`src/rtl/crgu2x_pkg.sv`:
```
// ============================================================================
// crgu2x_pkg
// Shared types, constants and weight tables for the 2x Catmull-Rom upsampler.
// ============================================================================
package crgu2x_pkg;

    // Input operation codes.
    localparam logic OP_WRITE = 1'b0;
    localparam logic OP_QUERY = 1'b1;

    // Configuration register indexes.
    localparam logic [1:0] REG_COARSE_WIDTH  = 2'd0;
    localparam logic [1:0] REG_COARSE_HEIGHT = 2'd1;
    localparam logic [1:0] REG_LEVEL_FLOOR   = 2'd2;
    localparam logic [1:0] REG_LEVEL_SCALE   = 2'd3;

    localparam logic [8:0]  RST_COARSE_WIDTH  = 9'd256;
    localparam logic [8:0]  RST_COARSE_HEIGHT = 9'd256;
    localparam logic [23:0] RST_LEVEL_FLOOR   = 24'd0;
    localparam logic [31:0] RST_LEVEL_SCALE   = 32'd65536;

    // Sixteen coarse taps per query, and the length of the accumulate drain.
    localparam int TAP_COUNT    = 16;
    localparam int DRAIN_CYCLES = 2;

    typedef enum logic [2:0] {
        ST_IDLE,
        ST_READ,
        ST_DRAIN,
        ST_DIFF,
        ST_MUL,
        ST_SUM,
        ST_DONE
    } state_t;

    typedef struct packed {
        logic [8:0]         coarse_width;
        logic [8:0]         coarse_height;
        logic signed [23:0] level_floor;
        logic [31:0]        level_scale;
    } cfg_t;

    typedef struct packed {
        logic       mem_write;
        logic       load;
        logic       rd_en;
        logic [3:0] idx;
        logic       calc_diff;
        logic       calc_mul;
        logic       calc_sum;
        logic       out_load;
    } ctrl_cmd_t;

    typedef struct packed {
        logic in_oob;
        logic out_free;
    } dp_status_t;

    typedef logic signed [5:0] weight_t;

    // Catmull-Rom weights in sixteenths: half step (-1,9,9,-1), zero step (0,16,0,0).
    function automatic weight_t tap_weight(input logic half, input logic [1:0] tap);
        weight_t w;
        if (half)
        begin
            w = (tap == 2'd1 || tap == 2'd2) ? 6'sd9 : -6'sd1;
        end
        else
        begin
            w = (tap == 2'd1) ? 6'sd16 : 6'sd0;
        end
        return w;
    endfunction

endpackage

```
`src/rtl/crgu2x_ctrl.sv`:
```
// ============================================================================
// crgu2x_ctrl
// Sequencer: accepts transactions, steps the sixteen tap reads, the
// accumulate drain and the quantizer stages, and hands off the result.
// ============================================================================
module crgu2x_ctrl (
    input  logic                   clk,
    input  logic                   rst_n,
    input  logic                   in_valid,
    input  logic                   operation,
    output logic                   in_stall,
    input  crgu2x_pkg::dp_status_t status,
    output crgu2x_pkg::ctrl_cmd_t  cmd
);
    import crgu2x_pkg::*;

    state_t     state_reg, state_next;
    logic [3:0] cnt_reg, cnt_next;

    always_ff @(posedge clk or negedge rst_n)
    begin
        if (!rst_n)
        begin
            state_reg <= ST_IDLE;
            cnt_reg   <= '0;
        end
        else
        begin
            state_reg <= state_next;
            cnt_reg   <= cnt_next;
        end
    end

    always_comb
    begin
        state_next = state_reg;
        cnt_next   = cnt_reg;
        cmd        = '0;
        in_stall   = 1'b1;
        unique case (state_reg)
            ST_IDLE:
            begin
                in_stall = 1'b0;
                if (in_valid)
                begin
                    if (operation == OP_WRITE)
                    begin
                        cmd.mem_write = 1'b1;
                    end
                    else
                    begin
                        cmd.load   = 1'b1;
                        cnt_next   = '0;
                        state_next = status.in_oob ? ST_DONE : ST_READ;
                    end
                end
            end
            ST_READ:
            begin
                cmd.rd_en = 1'b1;
                cmd.idx   = cnt_reg;
                cnt_next  = cnt_reg + 4'd1;
                if (cnt_reg == 4'(TAP_COUNT - 1))
                begin
                    cnt_next   = '0;
                    state_next = ST_DRAIN;
                end
            end
            ST_DRAIN:
            begin
                cnt_next = cnt_reg + 4'd1;
                if (cnt_reg == 4'(DRAIN_CYCLES - 1))
                begin
                    cnt_next   = '0;
                    state_next = ST_DIFF;
                end
            end
            ST_DIFF:
            begin
                cmd.calc_diff = 1'b1;
                state_next    = ST_MUL;
            end
            ST_MUL:
            begin
                cmd.calc_mul = 1'b1;
                state_next   = ST_SUM;
            end
            ST_SUM:
            begin
                cmd.calc_sum = 1'b1;
                state_next   = ST_DONE;
            end
            ST_DONE:
            begin
                if (status.out_free)
                begin
                    cmd.out_load = 1'b1;
                    state_next   = ST_IDLE;
                end
            end
            default:
            begin
                state_next = ST_IDLE;
            end
        endcase
    end

`ifndef SYNTHESIS
    a_read_to_drain: assert property (@(posedge clk) disable iff (!rst_n)
        (state_reg == ST_READ && cnt_reg == 4'(TAP_COUNT - 1)) |=> state_reg == ST_DRAIN)
        else $error("tap sequence did not end after the last read");
    a_oob_shortcut: assert property (@(posedge clk) disable iff (!rst_n)
        (state_reg == ST_IDLE && in_valid && operation == OP_QUERY && status.in_oob)
        |=> state_reg == ST_DONE)
        else $error("out-of-grid query did not go straight to the result");
    a_done_holds: assert property (@(posedge clk) disable iff (!rst_n)
        (state_reg == ST_DONE && !status.out_free) |=> state_reg == ST_DONE)
        else $error("result dropped while the output register was busy");
`endif

endmodule

```
`config.mk`:
```
export PLATFORM = sky130hd
export DESIGN_NAME = crgu2x_ctrl
export DESIGN_NICKNAME = d
export VERILOG_FILES = /design/src/rtl/crgu2x_pkg.sv /design/src/rtl/crgu2x_ctrl.sv
export SDC_FILE = /design/constraint.sdc
export NUM_CORES = 1
export LEC_CHECK = 0
export BUFFER_PORTS_ARGS = -buffer_cell sky130_fd_sc_hd__buf_2
export CORE_MARGIN = 5
export CORE_UTILIZATION = 40
export CTS_BUF_LIST = sky130_fd_sc_hd__clkbuf_4 sky130_fd_sc_hd__clkbuf_8 sky130_fd_sc_hd__clkbuf_16
export DETAILED_ROUTE_END_ITERATION = 12
export GPL_TIMING_DRIVEN = 0
export PLACE_DENSITY = 0.76
export SLEW_MARGIN = 20
export SYNTH_ARGS = -nofsm -noshare
export SYNTH_HDL_FRONTEND = slang
export SYNTH_SLANG_ARGS = --single-unit
```
`constraint.sdc`:
```
create_clock -name clk -period 2.9 [get_ports clk]
set_clock_uncertainty 0.15 [all_clocks]
set_input_delay 0.435 -clock clk [delete_from_list [all_inputs] [get_ports clk]]
set_output_delay 0.435 -clock clk [all_outputs]
set_load 0.05 [all_outputs]
```
==> impl_metrics.py <==
metrics = {
    "logic_synthesis": {
        "synth_xor_area_share_pct": 0,
        "synth_top_family_by_area": "simple AND/OR/NAND/NOR gates",
        "yosysTopAreaCellShare_pct": 29.6,
        "synth_cell_types": 36,
        "synth_fp_nets": 72,
        "synth_area_leaders": "dfrtp_1, ha_1, buf_6",
        "synth_compound_area_share_pct": 22.6,
        "synth_area_sq_um": 592,
        "synth.mux.area_fraction_pct": 4.23,
        "synth-simple-area-share_pct": 32.1,
        "synth-seq-cells": 7,
        "synth_edf_count": 0,
        "synth-adder-area-share_pct": 4.23,
        "synth_common_cells": "dfrtp_1, nor2_1, nand2_1",
        "synth_async_sr_flop_share_pct": 100,
        "synth_most_common_cell": "dfrtp_1",
        "synth_top_cell_by_area": "dfrtp_1",
        "syn_inst": 64,
        "ys_warn_count": 0,
        "yosysSeqAreaShare_pct": 29.6,
        "synth_flop_cell": "dfrtp_1",
        "avgSynthCellArea_sq_um": 9.25,
    },
    "worst_setup_path": {
        "start_kind": "flop",
        "crit_chain": "buf_2 -> clkbuf_1 -> or3_1 -> nor3b_2 -> buf_2",
        "cpMostUsedCell": "buf_2",
        "cp.required_ns": 2.32,
        "slowest_stage": "or3_1",
        "worst_setup_path_end_kind": "output pin",
        "crit_path_max_fanout": 10,
        "cp.arrival_ns": 1.81,
        "crit_type": "flop to output pin",
        "critPathMaxStageDelay_ns": 0.40,
    },
    "finish": {
        "multiInputGateArea_sq_um": 379,
        "area_growth_pct": 25.2,
        "regArea_sq_um": 175,
        "fillers": 134,
        "nNetsFinal": 95,
        "antennaDiodeCount": 0,
        "largest_reg_flops": 4,
        "drive_above_1_share_pct": 38.4,
    },
    "die": {
        "row_count": 13,
        "core_area_sq_um": 1350,
        "die_area_sq_um": 2350,
        "start_util_pct": 43.8,
        "io_pins": 18,
        "die_x_um": 48.5,
        "fp.dieH_um": 48.5,
    },
    "place": {
        "gp_congestion": 0.746,
        "portBuffers": 17,
        "place_ws_ns": 0.768,
    },
    "sta": {
        "fin_crit_sh_pct": 82.6,
        "whs_ns": 0.384,
        "post-route-worst-setup-slack_ns": 0.505,
        "slew-limit-headroom_pct": 68.1,
        "grt_setup_unrepaired": "no",
        "slew_viol_final": 0,
        "fmax_mhz": 417,
        "tns_ns": 0,
        "hold_viol": 0,
        "period_minus_slack_ns": 2.40,
        "worst_pin_slew_ns": 0.476,
        "setup_viol": 0,
    },
    "clock_tree": {
        "cts_sinks": 7,
        "cts_buffers": 3,
        "ctsResizeCount": 0,
        "cts_tree": "built",
        "clk_pin_slew_ns": 0.05,
        "root_buffer": "clkbuf_4",
        "cts_max_level": 1,
        "clock_path_buffers": 2,
        "clk_latency_ns": 0.25,
    },
    "grt": {
        "grt_pass1_vias": 475,
        "antenna_found_initial": 0,
        "track_usage_pct": 11.5,
        "grt_pass1_wl_um": 2210,
        "grt_max_degree": 11,
        "grt.overflow.total": 0,
    },
    "pwr": {
        "ir_drop_uv": 557,
        "p_total_w": 0.000974,
        "power_density_nw_per_um2": 1310,
        "leakagePower_nw": 0.368,
    },
    "worst_hold_path": {
        "worstHoldPathType": "input pin to asynchronous set/reset pin",
    },
    "drt": {
        "drt_iter0_markers": 6,
        "vias": 548,
        "finalWirelength_um": 1250,
        "drc": 0,
        "vias_per_cell": 5.43,
        "firstDrtPassIters": 4,
        "ant_nets": 0,
        "routedWlPerCell_um": 12.3,
    },
    "status": {
        "status": "complete, no violations",
    },
    "run": {
        "cap_violations": 0,
    },
}
[report_power, final]
| part | internal (W) | switching, W |
|---|---|---|
| clock network | 0.0000617 | 0.0000345 |
| registers | 0.000145 | 0.0000489 |
| logic | 0.000273 | 0.000412 |
| total | 0.000479 | 0.000495 |
[cells in the final DEF (no fill, tap or decap), drive strengths merged, types with 2 or more instances in the layout]
master / n
a21oi: 4
and3: 2
a22o: 2
nand2: 4
a31oi: 2
nand3b: 2
clkbuf: 5
ha: 2
nand3: 2
inv: 3
nor3b: 4
and2: 4
o21ai: 3
buf: 20
dfrtp: 7
nor2: 6
[kinds of logic after synthesis]
group / Yosys count
multiplexers: 2
buffers and inverters: 7
flip-flops: 7
adder cells (fa/ha/maj): 2
AO/OA/AOI/OAI: 17
AND/OR/NAND/NOR: 29
[worst max-delay path: cells and delay by family, from the launching register on]
family | cells | cell delay [ns]
buf+inv | 3 | 0.66
flops | 1 | 0.35
simple gates | 2 | 0.56
[final cells by class]
class                           instances  area share [%]
Multi-Input combinational cell         50            51.2
Sequential cell                         7            23.6
Buffer                                  4            4.22
Clock buffer                            4            4.05
Timing Repair Buffer                   18            12.8
Inverter                                3            1.52
Tap cell                               15            2.53
[path summary, 6_finish.rpt]
path / slack [ns] / depth (start not counted) / endpoint / start
hold reg to reg: 0.40 / 1 / cnt_reg[3]$_DFFE_PN0P_ / cnt_reg[3]$_DFFE_PN0P_
setup reg to reg: 0.94 / 6 / state_reg[2]$_DFFE_PN0P_ / cnt_reg[1]$_DFFE_PN0P_
hold / removal: 0.38 / 2 / cnt_reg[2]$_DFFE_PN0P_ / rst_n
min in group clk: 0.40 / 1 / cnt_reg[3]$_DFFE_PN0P_ / cnt_reg[3]$_DFFE_PN0P_
setup / recovery: 0.50 / 5 / cmd[10] / state_reg[2]$_DFFE_PN0P_
max in group asynchronous: 2.06 / 2 / cnt_reg[1]$_DFFE_PN0P_ / rst_n
[what timing repair did]
| item | 4_1_cts | 5_1_grt |
|---|---|---|
| buffers inserted | 0 | 0 |
| hold endpoints to repair | 7 | 0 |
| hold buffers | 1 | 0 |
[stage by stage]
step / instances / utilization, % / area (sq um)
finish: 101 / 54.9 / 741
global route: 101 / 54.9 / 741
CTS: 101 / 54.9 / 741
detailed placement: 96 / 51.9 / 701
global placement: 96 / 51.9 / 701
floorplan: 64 / - / 597
[layer usage]
metal / track usage, % / part of all wire, % / vias up
met5: 0 / 0 / -
met4: 5.38 / 2.2 / 0
met3: 4.28 / 5.5 / 5
met2: 17.6 / 50 / 20
met1: 14.0 / 42 / 247
li1: - / - / 276
(Power assumes the default switching activity.)
